$ cat src/rtl/ktip_ram.sv
// ---------------------------------------------------------------------------
// ktip_ram
// Generic single-write, single-read RAM with registered read data.
// ---------------------------------------------------------------------------
`timescale 1ns / 1ps

module ktip_ram #(
    parameter int WIDTH = 8,
    parameter int DEPTH = 32
) (
    input  logic                     aclk,
    input  logic                     we,
    input  logic [$clog2(DEPTH)-1:0] waddr,
    input  logic [WIDTH-1:0]         wdata,
    input  logic [$clog2(DEPTH)-1:0] raddr,
    output logic [WIDTH-1:0]         rdata
);

    logic [WIDTH-1:0] mem [DEPTH];

    // Write port and registered read port
    always_ff @(posedge aclk) begin
        if (we) begin
            mem[waddr] <= wdata;
        end
        rdata <= mem[raddr];
    end

endmodule

$ cat config.mk
export PLATFORM = sky130hd
export DESIGN_NAME = ktip_ram
export DESIGN_NICKNAME = d
export VERILOG_FILES = /design/src/rtl/ktip_ram.sv
export SDC_FILE = /design/constraint.sdc
export NUM_CORES = 1
export LEC_CHECK = 0
export ABC_CLOCK_PERIOD_IN_PS = 3000
export CORE_UTILIZATION = 45
export DETAILED_ROUTE_END_ITERATION = 16
export DONT_BUFFER_PORTS = 1
export SLEW_MARGIN = 20
export SYNTH_ARGS = -nofsm -noshare
export SYNTH_HDL_FRONTEND = slang
export SYNTH_SLANG_ARGS = --single-unit
$ cat constraint.sdc
create_clock -name aclk -period 3 [get_ports aclk]
set_input_delay 0.45 -clock aclk [delete_from_list [all_inputs] [get_ports aclk]]
set_output_delay 0.45 -clock aclk [all_outputs]
set_load 0.01 [all_outputs]
After elaboration in Yosys (flattened, before gate mapping)
Memories as Yosys holds them, arrays and structs flattened. A register that Yosys moved wholly into a read port is not among the register bits. Index checks and enable logic that the tools add are counted.

Logic and storage cells: 3. Memory bits (writable): 256. Register bits: 0. Output and inout bits: 8. Memories kept: 1.

Memories: mem (depth 32, width 8, rd ports 1, clocked after memory_dff 1, write ports 1, RTL line 19) `logic [WIDTH-1:0] mem [DEPTH];`.

Multiplexer cells: 2.

Operators by type and width (count): $mux W1 (2).

Depth between registers and ports, before layout
Word-level depth: 2. Depth in mapped cells: 5.

Least setup slack after synthesis
No wires, ideal clock.

Path kind: input to register. Start: input port raddr[2]. End: register rdata[0], read port of mem. Stages on the path: 5. Path slack: 748 ps. Buffers on the path: 2. Arrival: 2132 ps. Path through: clkbuf_1 -> clkbuf_1 -> mux4_2 -> mux4_2 -> mux2_2.

RTL lines: from (decl) (RTL line 15) `input logic [$clog2(DEPTH)-1:0] raddr,`; to (decl) (RTL line 16) `output logic [WIDTH-1:0] rdata`.

==> impl_metrics.ini <==
[placement]
place_congestion = 0.736
dp_hpwl_mm = 11.8
pre_cts_slack_ns = 0.889
numPortBuffers = 0

[critical_path]
cp.arrival_ns = 2.25
crit_fanout = 1
cp-start-kind = register
crit_type = reg2reg
required_ns = 3.39
worst_setup_path_end_kind = register

[cells_and_area]
drive_above_1_share_pct = 29.6
final_nets = 456
layout_commonest_cell = edfxtp_1
antenna_cells = 0
syn2layout_area_growth_pct = 11.1
final_cell_mix = edfxtp_1, mux4_2, nor2_1

[clock_tree]
ctsResizeCount = 0
cts_tree = built
clkSlewWorstSetupHoldPaths_ns = 0.06
cts-buffers-inserted = 26
cts-root-buf = clkbuf_16
insertion_delay_ns = 0.52
clk_path_buf_depth = 3
clock-sinks = 264
cts_max_level = 1
cts_setup_buffers = 0
hold_buffers = 0

[routing]
wl_per_cell_um = 27.0
wl_mm = 19.7
first_pass_iters = 4
drc = 0
drt_iter0_markers = 337
num_vias = 4198
drtAntennaViolNets = 0
via_per_inst = 5.73

[floorplan]
rows = 54
fp.dieArea_um2 = 22900
die_h_um = 151
die_w_um = 151
initial_utilization_pct = 45.9
core-area_um2 = 21900
io_pins = 28

[power]
power_density_nw_per_um2 = 660
power.leakage_nw = 3.41
p_total_mw = 7.37
ir_drop_mv = 0.319

[synthesis]
synth_nets = 437
ys_ff_latch = 264
ys_types = 15
yosys_warnings = 0
avgSynthCellArea_um2 = 24.1
synthTopCellsByArea = edfxtp_1, mux4_2, dfxtp_1
synthCells = 417
synth_top_area_share_pct = 76.5
yosysTopAreaCell = edfxtp_1
seq_area_frac_synth_pct = 78.1
synth_area_um2 = 10100

[grt]
grt_pass1_wl_mm = 30.0
grt.overflow.total = 0
grt_pass1_vias = 4535
grt_use_total_pct = 18.5
antenna_found_initial = 0
grt_start_max_net_pins = 65

[run]
drv_cap = 0

[timing]
min_period_ns = 1.86
drv_slew = 0
worstMarginPinSlew_ns = 0.801
worst_slack_ns = 1.14
timing.fmax_ghz = 0.539
maxSlewHeadroom_pct = 46.4
setup_tns_ns = 0
setup_violations = 0
rsz0062_at_grt = false
hold_viol = 0
period_share_pct = 61.9
skew_ns = 0.0166

[hold_path]
min_path_type = in2reg

[run_status]
status = complete, no violations
## layout make-up
| class | instances | area (um^2) |
|---|---|---|
| Clock inverter | 4 | 16.3 |
| Timing Repair Buffer | 11 | 82.6 |
| Fill cell | 1733 | 10700 |
| Tap cell | 280 | 350 |
| Multi-Input combinational cell | 133 | 2100 |
| Sequential cell | 264 | 7850 |
| Clock buffer | 40 | 776 |
## through the flow
step	hold WS [ns]	area (um^2)	instances	util, %
CTS	0.0109	11200	732	51.0
floorplan	0.549	10100	417	-
finish	0.0314	11200	732	51.0
detailed placement	0.551	10400	688	47.4
global route	0.00868	11200	732	51.0
global placement	0.551	10400	688	47.4
## per-layer routing
layer / global-route usage [%] / vias to the layer above / routed length (um)
li1: - / 1808 / -
met1: 28.1 / 2248 / 8830
met2: 27.6 / 121 / 9160
met3: 3.53 / 21 / 1390
met4: 4.75 / 0 / 336
met5: 0 / - / 0
## critical path: stages, from the launching register on
cell and delay [ns]:
edfxtp_1 0.40, mux4_2 0.51, mux4_2 0.52, mux2_2 0.30
## sequential cells by signal, indices dropped and copies added (netlist names)
register	flops
mem	256
rdata	8
## Yosys cell counts
| cell | count |
|---|---|
| clkbuf_1 | 6 |
| buf_6 | 1 |
| dfxtp_1 | 8 |
| or3_1 | 1 |
| or3b_2 | 3 |
| nand3_1 | 2 |
| edfxtp_1 | 256 |
| nand2_1 | 1 |
| nand3b_1 | 5 |
| buf_1 | 6 |
| buf_2 | 1 |
| buf_4 | 6 |
| mux4_2 | 80 |
| nor2_1 | 33 |
| mux2_2 | 8 |
## where the power goes
group | total [mW] | leakage [nW] | internal [mW] | switching [mW]
logic | 0.221 | 0.653 | 0.142 | 0.0788
registers | 4.13 | 2.37 | 4.10 | 0.0246
clock network | 3.02 | 0.386 | 1.76 | 1.26
total | 7.37 | 3.41 | 6.01 | 1.36
## path summary, 6_finish.rpt
| check | depth (start not counted) | slack (ns) | startpoint | end |
|---|---|---|---|---|
| min reg2reg | 3 | 0.92 | mem[5][0]$_DFFE_PP_ | rdata[0]$_DFF_P_ |
| max | 3 | 1.14 | mem[16][6]$_DFFE_PP_ | rdata[6]$_DFF_P_ |
| min | 0 | 0.03 | wdata[0] | mem[29][0]$_DFFE_PP_ |
| max reg2reg | 3 | 1.14 | mem[16][6]$_DFFE_PP_ | rdata[6]$_DFF_P_ |
## cells by family (layout without fill, tap and decap cells)
kind of cell / count (synthesis) / in the layout / share of synthesized area (%)
AND/OR/NAND/NOR: 45 / 45 / 2.07
flip-flops: 264 / 264 / 78.1
buffers and inverters: 20 / 55 / 1.06
multiplexers: 88 / 88 / 18.8
No activity file was read; power rests on OpenSTA's default activity.
