[config.mk]
export PLATFORM = sky130hd
export DESIGN_NAME = ktip_lane
export DESIGN_NICKNAME = d
export VERILOG_FILES = /design/src/rtl/ktip_pkg.sv /design/src/rtl/ktip_lane.sv
export SDC_FILE = /design/constraint.sdc
export NUM_CORES = 2
export LEC_CHECK = 0
export BUFFER_PORTS_ARGS = -buffer_cell sky130_fd_sc_hd__buf_2
export CORE_AREA = 5 5 226 228
export CTS_CLUSTER_DIAMETER = 50
export DETAILED_ROUTE_END_ITERATION = 12
export DIE_AREA = 0 0 231 233
export PLACE_DENSITY = 0.72
export REMOVE_ABC_BUFFERS = 1
export SETUP_SLACK_MARGIN = 0.3
export SLEW_MARGIN = 25
export SYNTH_ARGS = -nofsm -noshare
export SYNTH_HDL_FRONTEND = slang
export SYNTH_SLANG_ARGS = --single-unit
export TNS_END_PERCENT = 100
[constraint.sdc]
create_clock -name aclk -period 24.7 [get_ports aclk]
set_input_delay 0 -clock aclk [delete_from_list [all_inputs] [get_ports aclk]]
set_output_delay 0 -clock aclk [all_outputs]
set_load 0.1 [all_outputs]
[src/rtl/ktip_pkg.sv]
// ---------------------------------------------------------------------------
// ktip_pkg
// Types, widths and codes shared by the keyframe track interpolator.
// ---------------------------------------------------------------------------
`timescale 1ns / 1ps

package ktip_pkg;

    localparam int MAX_KEYS  = 32;
    localparam int LANES     = 4;
    localparam int NUM_COMP  = 4;
    localparam int ROW_W     = 24;
    localparam int VAL_W     = 32;
    localparam int MODE_W    = 2;
    localparam int STATUS_W  = 2;
    localparam int FRAC_W    = 16;
    localparam int T_W       = FRAC_W + 1;
    localparam int IDX_W     = $clog2(MAX_KEYS);
    localparam int CNT_W     = $clog2(MAX_KEYS + 1);
    localparam int DIV_CNT_W = $clog2(FRAC_W + 1);

    localparam int S_TDATA_W = 160;
    localparam int M_TDATA_W = NUM_COMP * VAL_W;

    // 3.0 in Q2.16, for the smoothstep factor
    localparam logic [T_W:0] SMOOTH_K = (T_W + 1)'(3 << FRAC_W);

    // Interpolation modes (the unused code behaves as linear)
    localparam logic [MODE_W-1:0] MODE_LINEAR = 2'd0;
    localparam logic [MODE_W-1:0] MODE_STEP   = 2'd1;
    localparam logic [MODE_W-1:0] MODE_SMOOTH = 2'd2;

    // Result status codes
    localparam logic [STATUS_W-1:0] STATUS_EVAL     = 2'd0;
    localparam logic [STATUS_W-1:0] STATUS_INSERTED = 2'd1;
    localparam logic [STATUS_W-1:0] STATUS_UPDATED  = 2'd2;
    localparam logic [STATUS_W-1:0] STATUS_FULL     = 2'd3;

    // Item kinds on tuser
    localparam logic FUNC_EVAL = 1'b0;
    localparam logic FUNC_ADD  = 1'b1;

    typedef struct packed {
        logic [MODE_W-1:0]                mode;
        logic [NUM_COMP-1:0][VAL_W-1:0]   vals;
        logic [ROW_W-1:0]                 row;
    } key_entry_t;

    localparam int KEY_W = $bits(key_entry_t);

    typedef struct packed {
        logic           done;
        logic [T_W-1:0] q;
    } div_res_t;

endpackage

[src/rtl/ktip_lane.sv]
// ---------------------------------------------------------------------------
// ktip_lane
// One component lane: a + floor((b - a) * t / 65536), two register stages.
// ---------------------------------------------------------------------------
`timescale 1ns / 1ps

module ktip_lane import ktip_pkg::*; (
    input  logic                    aclk,
    input  logic signed [VAL_W-1:0] a_val,
    input  logic signed [VAL_W-1:0] b_val,
    input  logic [T_W-1:0]          t,
    output logic signed [VAL_W-1:0] res
);

    logic signed [VAL_W:0]         diff;
    logic signed [VAL_W+T_W+1:0]   prod_reg;
    logic signed [VAL_W-1:0]       a_reg;
    logic signed [VAL_W+T_W+1:0]   scaled;

    // Sign-extend both ends so the difference keeps its sign
    assign diff = {b_val[VAL_W-1], b_val} - {a_val[VAL_W-1], a_val};

    // Stage one: scale the difference
    always_ff @(posedge aclk) begin
        prod_reg <= diff * $signed({1'b0, t});
        a_reg    <= a_val;
    end

    // Stage two: floor shift and add back the base; result stays between a and b
    assign scaled = prod_reg >>> FRAC_W;

    always_ff @(posedge aclk) begin
        res <= VAL_W'(a_reg + scaled);
    end

endmodule

# Yosys cells after proc, flatten, opt, wreduce, memory -nomap -nowiden
# Cells that the tools add are included.
dict set report op_classes {
  n_addsub 2
  multipliers 1
}
# op count
set ops {}
lappend ops {{$mul A33 B18 Y48} 1}
lappend ops {{$sub A32 B32 Y33} 1}
lappend ops {{$add A32 B32 Y32} 1}
dict set report word_totals {
  ff_bits 112
  inputBits 82
  output_inout_bits 32
  elab_cells 6
}

# Logic depth before layout (Yosys ltp)
dict set report logic_depth {
  word_depth 2
  depth_mapped 37
  depth_no_buf 35
}

# Least setup slack after synthesis
# Ideal clock, no wire load.
dict set report synth_path {
  path_kind {input port to flip-flop}
  from {in a_val[4]}
  to {reg prod_reg[39]}
  setup_ns 0.131
  arrival_ns 7.962
  t_required_ns 24.569
  setup_slack_ns 16.607
  stages 32
  n_path_buf 1
  cell_sequence {inv_1 ha_1 a21o_1 or3_1 o21a_2 a31oi_4 nor3b_1 o21a_1 or2_2 xor2_1 clkbuf_1 nand2_1 fa_1 fa_1 fa_1 inv_1 fa_1 fa_1 inv_1 fa_1 inv_1 ha_1 a21o_1 a21oi_1 o211ai_1 a41o_1 or3_1 a21o_1 a31o_2 a2111oi_2 o31ai_1 xor2_1}
}
dict set report synth_between {
  elab_chain_len 2
}
# element line_no
set synth_lines {}
lappend synth_lines {{start, declared} ktip_lane.sv:9} ;# input logic signed [VAL_W-1:0] a_val,
lappend synth_lines {{$sub A32 B32 Y33} ktip_lane.sv:21} ;# assign diff = {b_val[VAL_W-1], b_val} - {a_val[VAL_W-1], a_val};
lappend synth_lines {{$mul A33 B18 Y48} ktip_lane.sv:25} ;# prod_reg <= diff * $signed({1'b0, t});
lappend synth_lines {{end signal, assigned} ktip_lane.sv:25}
lappend synth_lines {{end, declared} ktip_lane.sv:16} ;# logic signed [VAL_W+T_W+1:0] prod_reg;
# Every way passes these cells.

# Worst setup path in the final report
dict set report layout_path {
  from {in a_val[4]}
  to {reg prod_reg[47]}
}
# The elaborated chain is that of the path after synthesis.

==> flow_summary.json <==
{
  "drive_above_1_share_pct": 6.86,
  "initial_core_util_pct": 48.5,
  "fillerInstances": 4402,
  "rr_endpoint": "res[30]",
  "whs_endpoint": "a_reg[27]",
  "globalRouteTotalUtil_pct": 23.4,
  "floorplan.rows": 81,
  "result_of_the_run": "finished, final reports clean",
  "final_cell_area_mm2": 0.0255,
  "place_ws_ps": 15750,
  "start_kind": "input pin",
  "final_max_slew_viol_count": 0,
  "post_synth.cell_area_avg_um2": 8.95,
  "drt_drc_violations_left": 0,
  "timing.reg2reg.setup_slack_ps": 21000,
  "crit_path_top_delay_cell": "sky130_fd_sc_hd__xor2_2",
  "holdCritStartpoint": "a_val[27]",
  "finalSetupTns_ps": 0,
  "root_cell_of_the_clock_tree": "sky130_fd_sc_hd__clkbuf_16",
  "drt-initial-drc-count": 1082,
  "grt_setup_unrepaired": "false",
  "layout.nets": 3505,
  "yosys_register_bits": 96,
  "die-height_um": 233,
  "avgViaCountPerCell": 5.28,
  "clkLatencyLatePin_ps": 360,
  "cp_max_fo": 17,
  "worst_path_most_repeated_cell": "sky130_fd_sc_hd__fa_1",
  "cp_data_arrival_time_ps": 9720,
  "yosysWarnings": 0,
  "core_region_area_mm2": 0.0486,
  "yosys.cell_count.top_type": "sky130_fd_sc_hd__inv_1",
  "ios": 114,
  "synth_top_cells_by_area": "sky130_fd_sc_hd__fa_1 (44%), sky130_fd_sc_hd__inv_1 (10%), sky130_fd_sc_hd__ha_1 (9.2%)",
  "clock-skew-final_ps": 9.51,
  "r2r-start": "prod_reg[16]",
  "setup_viol_count_final": 0,
  "ys_types": 70,
  "first_global_vias": 19800,
  "dp_hpwl_mm": 48.3,
  "max_cap_violations": 0,
  "hold_class": "input pin to flip-flop",
  "worst-slew-pin-transition_ps": 1110,
  "max_freq_ghz": 0.106,
  "length_of_the_first_detailed_routing_pass_in_iterations": 6,
  "antenna_violations_before_repair": 4,
  "post-route-period-util_pct": 38.2,
  "netlist.top_cell.by_area": "sky130_fd_sc_hd__fa_1",
  "cts_made_buffers": 9,
  "synth-seq-area-share_pct": 8.14,
  "grt_first_pass_wirelength_mm": 100,
  "cts.reportedPaths.clkPinSlew_ps": 70,
  "ys.flop_type": "sky130_fd_sc_hd__dfxtp_1",
  "hold-path-cell-count": 2,
  "post_cts_resize_count": 0,
  "crit_path_max_incr_delay_ps": 890,
  "synth-edff-count": 0,
  "area_delta_synth_final_pct": 8.23,
  "path_class": "input pin to flip-flop",
  "minimum_clock_period_ps": 9430,
  "drt-wirelength-per-cell_um": 18.0,
  "ant_nets": 0,
  "required_ps": 24990,
  "synth_top_area_share_pct": 43.8,
  "whs_ps": 307,
  "pin_count_of_the_biggest_net_entering_global_routing": 36,
  "cts_tree": "done",
  "report.final.hold_viol_count": 0,
  "placement.io_buffers": 113,
  "gpl.final_weighted_congestion": 0.940,
  "r2r.worst_path.cells": 13,
  "detailed_route_wire_length_mm": 60.7,
  "floorplan.die.width_um": 231,
  "synthesis.instances": 2638,
  "h-tree-depth": 3,
  "synthArstFlopShare_pct": 0,
  "kind_of_end_point_of_the_critical_path": "flip-flop",
  "grt-ovfl-total": 0,
  "dpl-instance-area_mm2": 0.0249,
  "synth_common_cells": "sky130_fd_sc_hd__inv_1 (657), sky130_fd_sc_hd__fa_1 (516), sky130_fd_sc_hd__nand2_1 (308)",
  "slew_headroom_pct": 25.9,
  "clock_path_buffers": 2,
  "cts_num_sinks": 96,
  "timing.final.ws_setup_ps": 15270,
  "synth.cell_area_mm2": 0.0236,
  "vias": 17800,
  "floorplan.die_area_mm2": 0.0538
}
[placed cells by master (no fill, tap or decap), types with 34 or more instances in the layout]
cell type / instances
sky130_fd_sc_hd__fa_1: 516
sky130_fd_sc_hd__o21ai_0: 39
sky130_fd_sc_hd__nand2_1: 308
sky130_fd_sc_hd__nor2_1: 52
sky130_fd_sc_hd__and2_1: 268
sky130_fd_sc_hd__a21oi_1: 80
sky130_fd_sc_hd__inv_1: 657
sky130_fd_sc_hd__xnor2_1: 59
sky130_fd_sc_hd__a21o_1: 45
sky130_fd_sc_hd__ha_1: 173
sky130_fd_sc_hd__buf_2: 113
sky130_fd_sc_hd__nor2b_1: 34
sky130_fd_sc_hd__dfxtp_1: 96
[cells by family (layout without fill, tap and decap cells)]
logic type               count (synthesis)  in the layout  synth area share [%]
AND/OR/NAND/NOR                        757            757                  16.2
buffers and inverters                  747            848                  11.9
adder cells (fa/ha/maj)                689            689                  52.9
AO/OA/AOI/OAI                          250            250                  7.07
XOR/XNOR                                98             98                  3.73
flip-flops                              96             96                  8.14
multiplexers                             1              1                0.0424
other                                    0              3                     0
[worst max-delay path, delay by kind of cell]
kind	cells	cell delay (ps)
buffers and inverters	7	890
adders and majority gates	8	3580
AOI/OAI and AO/OA	11	3280
and+or+nand+nor	5	950
xor gates and xnor gates	2	1010
[per-layer routing]
| metal | up-vias | part of all wire [%] | track usage, % | wire, um |
|---|---|---|---|---|
| met2 | 634 | 52 | 42.4 | 31400 |
| met1 | 8955 | 39 | 28.6 | 23400 |
| li1 | 8023 | - | - | - |
| met3 | 148 | 6.6 | 3.64 | 4020 |
| met4 | 0 | 3.1 | 7.49 | 1870 |
| met5 | - | 0 | 0 | 0 |
[worst max path at each step]
stage | slack, ps | end | cells past startpoint | startpoint
6_report | 15270 | prod_reg[47] | 33 | a_val[4]
5_1_grt | 14690 | prod_reg[47] | 33 | a_val[4]
4_1_cts | 15530 | prod_reg[47] | 36 | a_val[0]
3_5_place_dp | 15750 | prod_reg[47] | 32 | a_val[4]
3_3_place_gp | 15940 | prod_reg[47] | 35 | a_val[0]
2_1_floorplan | 16550 | prod_reg[39] | 31 | a_val[4]
[cell type report]
cell class | count | area (um^2) | share of cell area, %
Antenna cell | 3 | 7.51 | 0.0294
Clock buffer | 12 | 246 | 0.965
Clock inverter | 4 | 28.8 | 0.113
Inverter | 657 | 2470 | 9.65
Multi-Input combinational cell | 1795 | 19000 | 74.3
Sequential cell | 96 | 1920 | 7.52
Tap cell | 622 | 778 | 3.05
Timing Repair Buffer | 175 | 1110 | 4.35
[metrics by stage]
stage                     cells  utilization, %
after global routing       3364            52.5
after CTS                  3361            52.5
after detailed placement   3313            51.2
final                      3364            52.5
after floorplan            2548               -
after global placement     3313            51.2
[timing repair]
action / CTS / global route
buffers inserted: 0 / 0
hold endpoints to repair: 32 / 0
hold buffers: 32 / 0
Power is not shown: default switching activity piles up to over one toggle a cycle in this logic, so the estimate is an artifact.
