## config.mk

```make
export PLATFORM = sky130hd
export DESIGN_NAME = ktip_div
export DESIGN_NICKNAME = d
export VERILOG_FILES = /design/src/rtl/ktip_pkg.sv /design/src/rtl/ktip_div.sv
export SDC_FILE = /design/constraint.sdc
export NUM_CORES = 1
export LEC_CHECK = 0
export BUFFER_PORTS_ARGS = -buffer_cell sky130_fd_sc_hd__buf_2
export CAP_MARGIN = 20
export CORE_MARGIN = 2
export CORE_UTILIZATION = 60
export CTS_CLUSTER_DIAMETER = 150
export DETAILED_ROUTE_END_ITERATION = 16
export HOLD_SLACK_MARGIN = 0.1
export PLACE_DENSITY_LB_ADDON = 0.08
export SYNTH_ARGS = -nofsm -noshare
export SYNTH_HDL_FRONTEND = slang
export SYNTH_SLANG_ARGS = --single-unit
```

## constraint.sdc

```tcl
create_clock -name aclk -period 3.7 [get_ports aclk]
set_input_delay 0.555 -clock aclk [delete_from_list [all_inputs] [get_ports aclk]]
set_output_delay 0.555 -clock aclk [all_outputs]
set_load 0.02 [all_outputs]
```

## src/rtl/ktip_pkg.sv

```systemverilog
// ---------------------------------------------------------------------------
// ktip_pkg
// Types, widths and codes shared by the keyframe track interpolator.
// ---------------------------------------------------------------------------
`timescale 1ns / 1ps

package ktip_pkg;

    localparam int MAX_KEYS  = 32;
    localparam int LANES     = 4;
    localparam int NUM_COMP  = 4;
    localparam int ROW_W     = 24;
    localparam int VAL_W     = 32;
    localparam int MODE_W    = 2;
    localparam int STATUS_W  = 2;
    localparam int FRAC_W    = 16;
    localparam int T_W       = FRAC_W + 1;
    localparam int IDX_W     = $clog2(MAX_KEYS);
    localparam int CNT_W     = $clog2(MAX_KEYS + 1);
    localparam int DIV_CNT_W = $clog2(FRAC_W + 1);

    localparam int S_TDATA_W = 160;
    localparam int M_TDATA_W = NUM_COMP * VAL_W;

    // 3.0 in Q2.16, for the smoothstep factor
    localparam logic [T_W:0] SMOOTH_K = (T_W + 1)'(3 << FRAC_W);

    // Interpolation modes (the unused code behaves as linear)
    localparam logic [MODE_W-1:0] MODE_LINEAR = 2'd0;
    localparam logic [MODE_W-1:0] MODE_STEP   = 2'd1;
    localparam logic [MODE_W-1:0] MODE_SMOOTH = 2'd2;

    // Result status codes
    localparam logic [STATUS_W-1:0] STATUS_EVAL     = 2'd0;
    localparam logic [STATUS_W-1:0] STATUS_INSERTED = 2'd1;
    localparam logic [STATUS_W-1:0] STATUS_UPDATED  = 2'd2;
    localparam logic [STATUS_W-1:0] STATUS_FULL     = 2'd3;

    // Item kinds on tuser
    localparam logic FUNC_EVAL = 1'b0;
    localparam logic FUNC_ADD  = 1'b1;

    typedef struct packed {
        logic [MODE_W-1:0]                mode;
        logic [NUM_COMP-1:0][VAL_W-1:0]   vals;
        logic [ROW_W-1:0]                 row;
    } key_entry_t;

    localparam int KEY_W = $bits(key_entry_t);

    typedef struct packed {
        logic           done;
        logic [T_W-1:0] q;
    } div_res_t;

endpackage

```

## src/rtl/ktip_div.sv

```systemverilog
// ---------------------------------------------------------------------------
// ktip_div
// Radix-2 divider forming the segment fraction t = (num << 16) / den.
// ---------------------------------------------------------------------------
`timescale 1ns / 1ps

module ktip_div import ktip_pkg::*; (
    input  logic             aclk,
    input  logic             aresetn,
    input  logic             start,
    input  logic [ROW_W-1:0] num,
    input  logic [ROW_W-1:0] den,
    output div_res_t         res
);

    logic                 busy_reg;
    logic [DIV_CNT_W-1:0] cnt_reg;
    logic [ROW_W-1:0]     rem_reg;
    logic [ROW_W-1:0]     den_reg;
    logic [T_W-1:0]       q_reg;
    logic                 zero_reg;
    logic [ROW_W:0]       rem2;
    logic                 ge;

    // One quotient bit per cycle; num never exceeds den
    assign rem2 = {rem_reg, 1'b0};
    assign ge   = (rem2 >= {1'b0, den_reg});

    always_ff @(posedge aclk) begin
        if (!aresetn) begin
            busy_reg <= 1'b0;
            cnt_reg  <= '0;
        end else if (start) begin
            busy_reg <= 1'b1;
            cnt_reg  <= DIV_CNT_W'(FRAC_W);
        end else if (busy_reg) begin
            if (cnt_reg == '0) begin
                busy_reg <= 1'b0;
            end else begin
                cnt_reg <= cnt_reg - 1'b1;
            end
        end
    end

    // Quotient and remainder datapath
    always_ff @(posedge aclk) begin
        if (start) begin
            den_reg  <= den;
            zero_reg <= (den == '0);
            if (num >= den) begin
                rem_reg <= num - den;
                q_reg   <= T_W'(1);
            end else begin
                rem_reg <= num;
                q_reg   <= '0;
            end
        end else if (busy_reg && (cnt_reg != '0)) begin
            rem_reg <= ge ? ROW_W'(rem2 - {1'b0, den_reg}) : rem2[ROW_W-1:0];
            q_reg   <= {q_reg[T_W-2:0], ge};
        end
    end

    // A zero span gives t of zero
    assign res.done = busy_reg && (cnt_reg == '0);
    assign res.q    = zero_reg ? '0 : q_reg;

endmodule

```

---- Word level (Yosys, flattened, before mapping) ----
Index checks and enable logic that the tools add are counted.
word-level totals
  register bits ........................... 72
  latch bits .............................. 0
  memory bits (writable) .................. 0
  bits in read-only memories .............. 0
  bits of input ports ..................... 51
  output and inout bits ................... 18
  memories kept ........................... 0
cells by class
  add/subtract/negate cells ............... 3
  $mul .................................... 0
  div/mod/pow operators ................... 0
  magnitude comparators ................... 2
  eq/ne operators ......................... 1
  shift-type cells ........................ 0
  muxes and demuxes ....................... 14
  bitwise logic cells ..................... 2
  reductions and logical operators ........ 10
operators by type and width
  operator             number
  $mux 24              4
  $mux 17              3
  $sub 24x24->24       2
  $ge 25x24->1         1
  $ge 24x24->1         1
  $logic_not 24->1     1
  $mux 5               3
  $logic_not 5->1      1
  $reduce_bool 5->1    1
  $sub 5x1->5 const B  1
  $mux 1               4
  $reduce_and 2->1     2
  $reduce_bool 2->1    2
  $logic_and 1x1->1    2
  $ne 2x2->1 const B   1
  $not 1->1            2
  $reduce_or 2->1      1

---- Longest topological paths before layout ----
Gate-level depths: netlist (run 1).
  depth in word-level cells ............... 4
  depth in mapped cells ................... 13
  depth with buffers taken out ............ 11

---- Least setup slack after synthesis (run 1) ----
No wires, ideal clock.
  kind .................................... input to register
  start ................................... input port num[0]
  end ..................................... register rem_reg[18], data pin
  arrival time ............................ 2.751 ns
  required time ........................... 3.548 ns
  path slack .............................. 0.798 ns
  cell stages on the path ................. 11
  cell sequence ........................... inv_1 -> ha_1 -> fa_1 -> nand2b_1 -> a211oi_1 -> o2111ai_1 -> a311oi_1 -> nor3_1 -> or3_1 -> a22o_1 -> a31oi_1
on the way
  cells in the longest elaborated chain, start to end .. 3
  elaborated cells on any way between the ends .. 4
  those cells by class .................... add/sub: 1; order compare: 1; mux: 2
ends and longest elaborated chain
  what                                            RTL line                        text
  start: declaration                              ktip_div.sv:11                  input logic [ROW_W-1:0] num,
  $sub 24x24->24 or $ge 24x24->1 (tied branches)  ktip_div.sv:51, ktip_div.sv:50
  $mux 24 (*)                                     ktip_div.sv:50                  if (num >= den) begin
  $mux 24 (*)                                     ktip_div.sv:47                  if (start) begin
  end signal: assignment                          ktip_div.sv:51                  rem_reg <= num - den;
  end signal: assignment                          ktip_div.sv:54                  rem_reg <= num;
  end signal: assignment                          ktip_div.sv:58                  rem_reg <= ge ? ROW_W'(rem2 - {1'b0, den_reg}) : rem2[ROW_W-1:0];
  end: declaration                                ktip_div.sv:18                  logic [ROW_W-1:0] rem_reg;
Every way passes the cells marked *; elsewhere a longest branch is shown, timed or not.
A chain may end at the register's enable or synchronous reset.

---- Worst setup path after layout (run 1) ----
  start ................................... register rem_reg[17]
  end ..................................... register rem_reg[7], data pin
on the way
  cells in the longest elaborated chain, start to end .. 4
ends and longest elaborated chain
  what          RTL line        text
  $ge 25x24->1  ktip_div.sv:27  assign ge = (rem2 >= {1'b0, den_reg});
  $mux 24       ktip_div.sv:58
  $mux 24       ktip_div.sv:57  end else if (busy_reg && (cnt_reg != '0)) begin
  $mux 24       ktip_div.sv:47
No other way between the ends. The select of a mux whose other input is x is not followed.

==> results of run 1 <==
[cells by family after synthesis]
kind of cell | after synthesis | share of synthesized area (%)
and+or+nand+nor | 221 | 18.4
muxes | 20 | 3.25
adders and majority gates | 52 | 10.8
DFF | 72 | 34.0
AOI/OAI and AO/OA | 203 | 22.3
xor gates and xnor gates | 36 | 5.09
buffers and inverters | 92 | 6.24
[area by class of cell]
cell class | count | area, µm² | share of cell area, %
Inverter | 65 | 244 | 3.57
Multi-Input combinational cell | 532 | 3710 | 54.4
Clock inverter | 7 | 71.3 | 1.04
Clock buffer | 9 | 124 | 1.81
Tap cell | 136 | 170 | 2.49
Sequential cell | 72 | 2100 | 30.8
Timing Repair Buffer | 75 | 405 | 5.94
[worst reg2reg max path, stage by stage (launching register included)]
cell      delay, ps
edfxtp_1        420
ha_1            470
nand3_1         210
or4_1           610
o21ai_1         150
nor2_1           60
o21ai_2          90
a311o_4         500
mux2i_1         320
a21oi_1         100
[worst paths after layout]
kind	to	slack (ps)	cells after the start	startpoint
setup reg to reg	rem_reg[7]	510	9	rem_reg[17]
setup / recovery	rem_reg[7]	510	9	rem_reg[17]
hold / removal	den_reg[3]	400	1	den[3]
hold reg to reg	cnt_reg[1]	530	2	cnt_reg[1]
[power by group through the flow]
stage	combinational, mW	sequential [mW]	clock [mW]
6_report	1.63	1.11	0.625
5_1_grt	1.78	1.12	0.658
4_1_cts	1.60	1.11	0.628
3_5_place_dp	1.59	1.12	0
3_3_place_gp	1.55	1.12	0
2_1_floorplan	1.24	1.10	0
[synthesized netlist by cell type (all sizes together), types with 3 or more instances]
| cell type | number |
|---|---|
| o21a | 8 |
| a21oi | 62 |
| nor4 | 10 |
| edfxtp | 66 |
| xor2 | 16 |
| o21bai | 5 |
| o211ai | 6 |
| and2 | 10 |
| xnor2 | 20 |
| nand2b | 7 |
| a221oi | 3 |
| a311oi | 3 |
| a31oi | 12 |
| nand2 | 45 |
| nor2b | 39 |
| o21ai | 33 |
| buf | 16 |
| and4 | 3 |
| inv | 64 |
| nor2 | 46 |
| dfxtp | 6 |
| mux2i | 19 |
| a21o | 14 |
| o31ai | 6 |
| a21boi | 4 |
| o31a | 5 |
| a211oi | 17 |
| and3 | 5 |
| clkbuf | 11 |
| nand3 | 16 |
| a22oi | 3 |
| nand4 | 6 |
| ha | 50 |
| or3 | 6 |
| or2 | 3 |
| nor3 | 21 |
[layer usage]
metal / share of wire (%) / GRT usage (%)
met1: 46 / 42.3
met2: 44 / 44.8
met3: 6.9 / 2.60
met4: 3.2 / 13.7
met5: 0 / 0
[stage by stage]
stage | worst slack, ps | util, % | instance area, µm²
floorplan | 798 | - | 6190
global placement | 369 | 65.1 | 6640
detailed placement | 300 | 65.1 | 6640
CTS | 563 | 67.1 | 6830
global route | 432 | 67.1 | 6830
finish | 515 | 67.1 | 6830
==> flow_summary.json, run 1 <==
{
  "status": "finished, final reports clean",
  "syn_to_final_growth_pct": 10.3,
  "place_inst": 880,
  "fin_skew_ps": 15.2,
  "setup_viol": 0,
  "grt_max_degree": 59,
  "clock_latency_ps": 370,
  "cts-htree-levels": 3,
  "cp_cell_sequence": "ha_1, nand3_1, or4_1, o21ai_1, nor2_1, o21ai_2, a311o_4, mux2i_1, a21oi_1",
  "crit_buf_inv": 0,
  "post_cts_buffers": 0,
  "vias": 5458,
  "synth_area_mm2": 0.00619,
  "dieArea_mm2": 0.0111,
  "async_flop_share_pct": 0,
  "die_y_um": 106,
  "routabilityCongestion": 0.964,
  "drv_slew": 0,
  "cts.sink_count": 72,
  "rsz0062_at_grt": "false",
  "relSlewSlack_pct": 31.2,
  "layout_common_cells": "buf_2, edfxtp_1, inv_1",
  "synth_top_area_share_pct": 32.0,
  "drt_iter0_markers": 554,
  "powerDensity_mw_per_mm2": 492,
  "cpLargestDelayFamily": "simple AND/OR/NAND/NOR gates",
  "ys_seq_area_share_pct": 34.0,
  "grt_pass1_wl_um": 25700,
  "combPwrFrac_pct": 48.5,
  "nFillCells": 866,
  "antenna_found_initial": 0,
  "crit_type": "reg2reg",
  "max_cap_viol_count": 0,
  "grt_use_total_pct": 29.4,
  "p_switching_mw": 1.35,
  "worst_pin_slew_ps": 1030,
  "stdcell_count": 896,
  "power.share.clock_pct": 18.6,
  "hold_class": "in2reg",
  "synth_fp_nets": 799,
  "cts_resized": 0,
  "firstDrtPassIters": 5,
  "syn-instance-count": 696,
  "ant_nets": 0,
  "fin_crit_ps": 3190,
  "synth_edf_count": 66,
  "yosysTopAreaCell": "edfxtp_1",
  "cp_slowest_cell": "or4_1",
  "final_common_cell": "buf_2",
  "cts-hold-fix-buffers": 0,
  "syn_avg_cell_area_um2": 8.90,
  "numCtsBuffers": 9,
  "hold_viol": 0,
  "rows": 37,
  "sequentialPowerShare_pct": 32.9,
  "n_antenna_cell": 0,
  "tns_ps": 0,
  "cts_buffer_depth": 2,
  "final.period_utilization_pct": 86.1,
  "cts_root_buf": "clkbuf_8",
  "ys_ff_latch": 72,
  "path_clk_slew_ps": 80,
  "routedWlPerCell_um": 18.0,
  "cp_max_fo": 21,
  "gr-total-overflow": 0,
  "io_buffers": 68,
  "nets": 858,
  "timing.hold.ws_ps": 397,
  "synthFlopType": "edfxtp_1",
  "core_mm2": 0.0102,
  "grt_pass1_vias": 5093,
  "cts_tree": "done",
  "cpPeakStageDelay_ps": 610,
  "synth_area_leaders": "edfxtp_1, ha_1, a21oi_1, nor2b_1, inv_1",
  "drive_gt1_share_pct": 13.9,
  "drc": 0,
  "initial_core_util_pct": 60.8,
  "viasPerCell": 6.09,
  "ios": 69,
  "cp-start-kind": "flip-flop",
  "leakage_nw": 2.97,
  "yosys_warnings": 0,
  "total_power_mw": 3.36,
  "power_switching_share_pct": 40.2,
  "power.internal_mw": 2.01,
  "crit_arrival_ps": 3290,
  "clock.fmax_ghz": 0.314,
  "die_w_um": 106,
  "wirelength_um": 16100,
  "vdd_drop_max_mv": 0.269,
  "end_kind": "flip-flop",
  "required_ps": 3810,
  "place_hpwl_um": 12500,
  "ys_types": 70
}
(Power assumes the default switching activity.)
==> run 2, diff against run 1 <==
--- a/config.mk
+++ b/config.mk
@@ -13,6 +13,7 @@
 export DETAILED_ROUTE_END_ITERATION = 16
 export HOLD_SLACK_MARGIN = 0.1
 export PLACE_DENSITY_LB_ADDON = 0.08
+export RECOVER_POWER = 50
 export SYNTH_ARGS = -nofsm -noshare
 export SYNTH_HDL_FRONTEND = slang
 export SYNTH_SLANG_ARGS = --single-unit
==> run 2 against run 1 <==
Hold slack better by 25 ps. Clock skew decreased by 1.5 ps. Core utilization decreased by 0.43 points. Fmax is 0.64% lower. Non-clock buffer count did not move. Flip-flop and latch count unchanged. Via count rose by 0.48%. Design area decreased by 0.64%. Global-route usage unchanged. Sequential share of layout area up 0.20 points. Clock-buffer cell count unchanged. Final cell count is the same.
==> flow_summary.json, run 2 (same netlist as run 1, synthesis figures left out) <==
{
  "nFillCells": 883,
  "status": "finished, final reports clean",
  "hold_class": "in2reg",
  "fin_skew_ps": 13.7,
  "cp_max_fo": 39,
  "p_switching_mw": 1.35,
  "regArea_mm2": 0.00210,
  "ant_nets": 0,
  "vdd_drop_max_mv": 0.268,
  "rows": 37,
  "cp_slowest_cell": "a32oi_1",
  "numCtsBuffers": 9,
  "power_switching_share_pct": 40.2,
  "io_buffers": 68,
  "tns_ps": 0,
  "place_hpwl_um": 12500,
  "cts_buffer_depth": 2,
  "placed_cell_area_mm2": 0.00664,
  "sequentialPowerShare_pct": 33.0,
  "drive_gt1_share_pct": 9.61,
  "path_clk_slew_ps": 80,
  "end_kind": "flip-flop",
  "cts-hold-fix-buffers": 0,
  "firstDrtPassIters": 5,
  "hold_viol": 0,
  "final.period_utilization_pct": 86.6,
  "crit_arrival_ps": 3290,
  "cts_root_buf": "clkbuf_8",
  "setup_viol": 0,
  "syn_to_final_growth_pct": 9.62,
  "core_mm2": 0.0102,
  "fin_crit_ps": 3210,
  "drt_iter0_markers": 546,
  "postLayoutCellArea_mm2": 0.00679,
  "drv_slew": 0,
  "crit_type": "in2reg",
  "cpPeakStageDelay_ps": 460,
  "relSlewSlack_pct": 14.4,
  "dieArea_mm2": 0.0111,
  "cts_resized": 0,
  "n_antenna_cell": 0,
  "cpLargestDelayFamily": "compound AO/OA/AOI/OAI gates",
  "vias": 5484,
  "routabilityCongestion": 0.964,
  "required_ps": 3780,
  "clock_latency_ps": 370,
  "ios": 69,
  "grt_pass1_wl_um": 25700,
  "nets": 858,
  "wirelength_um": 16100,
  "post_cts_buffers": 0,
  "combPwrFrac_pct": 48.4,
  "worst_pin_slew_ps": 1280,
  "power.internal_mw": 2.01,
  "drc": 0,
  "leakage_nw": 2.87,
  "gr-total-overflow": 0,
  "power.share.clock_pct": 18.7,
  "cts-htree-levels": 3,
  "initial_core_util_pct": 60.8,
  "max_cap_viol_count": 0,
  "crit_buf_inv": 2,
  "clock.fmax_ghz": 0.312,
  "cp_cell_sequence": "clkbuf_1, ha_1, fa_1, nand2b_1, a21oi_1, o21ai_0, nand3_1, a221oi_4, buf_12, a21oi_1, a32oi_1, a2bb2oi_1",
  "grt_pass1_vias": 5093,
  "viasPerCell": 6.12,
  "cts.sink_count": 72,
  "grt_use_total_pct": 29.4,
  "cp-start-kind": "input pin",
  "rsz0062_at_grt": "false",
  "layout_common_cells": "edfxtp_1, inv_1, a21oi_1",
  "routedWlPerCell_um": 18.0,
  "multi_input_area_mm2": 0.00371,
  "die_w_um": 106,
  "antenna_found_initial": 0,
  "grt_max_degree": 59,
  "final_common_cell": "edfxtp_1",
  "cts_tree": "done",
  "crit_top_cell": "a21oi_1",
  "die_y_um": 106,
  "powerDensity_mw_per_mm2": 495
}
## run 2: cell count changes in the layout (fill, tap and decap cells not counted)
cell      before  now
buf_2         68   35
clkbuf_1       0   33
buf_4          6    5
clkbuf_2       0    1
## run 2: cell type report
| type | count | share of cell area (%) |
|---|---|---|
| multi-input cells | 532 | 54.7 |
| flip-flops and latches | 72 | 31.0 |
| repair buffers | 75 | 5.33 |
| inverters | 65 | 3.60 |
| well taps | 136 | 2.51 |
| clock buffers | 9 | 1.83 |
| clock inverters | 7 | 1.05 |
## run 2: through the flow
stage / util, % / setup WS, ps / hold WS, ps / total power, mW / cells
floorplan: - / 798 / 485 / 2.34 / 696
global placement: 65.1 / 369 / 497 / 2.67 / 880
detailed placement: 65.1 / 300 / 528 / 2.71 / 880
CTS: 67.1 / 563 / 396 / 3.34 / 896
global route: 66.6 / 379 / 440 / 3.55 / 896
finish: 66.6 / 495 / 422 / 3.36 / 896
## run 2: worst paths after layout
| check | startpoint | cells past startpoint | slack (ps) | endpoint |
|---|---|---|---|---|
| max reg2reg | rem_reg[17] | 9 | 510 | rem_reg[7] |
| max | den[0] | 12 | 490 | rem_reg[23] |
| min reg2reg | cnt_reg[1] | 2 | 540 | cnt_reg[1] |
| min | aresetn | 2 | 420 | busy_reg |
## run 2: power groups by stage
stage,Sequential [mW],Clock (mW),Combinational [mW]
final,1.11,0.627,1.62
after global routing,1.12,0.658,1.77
after CTS,1.11,0.628,1.60
after detailed placement,1.12,0,1.59
after global placement,1.12,0,1.55
after floorplan,1.10,0,1.24
## run 2: layer usage
metal  global-route usage (%)  part of all wire (%)  vias up
met2                     44.8                    43      231
met3                     2.60                   6.7       39
li1                         -                     -     2684
met4                     13.7                   3.4        0
met1                     42.3                    46     2530
met5                        0                     0        -
## run 2: worst reg2reg max path: stages (launching register included)
cell      delay (ps)
edfxtp_1         410
ha_1             470
nand3_1          210
or4_1            610
o21ai_1          140
nor2_1            60
o21ai_2           90
a311o_4          490
mux2i_1          340
a21oi_1          100
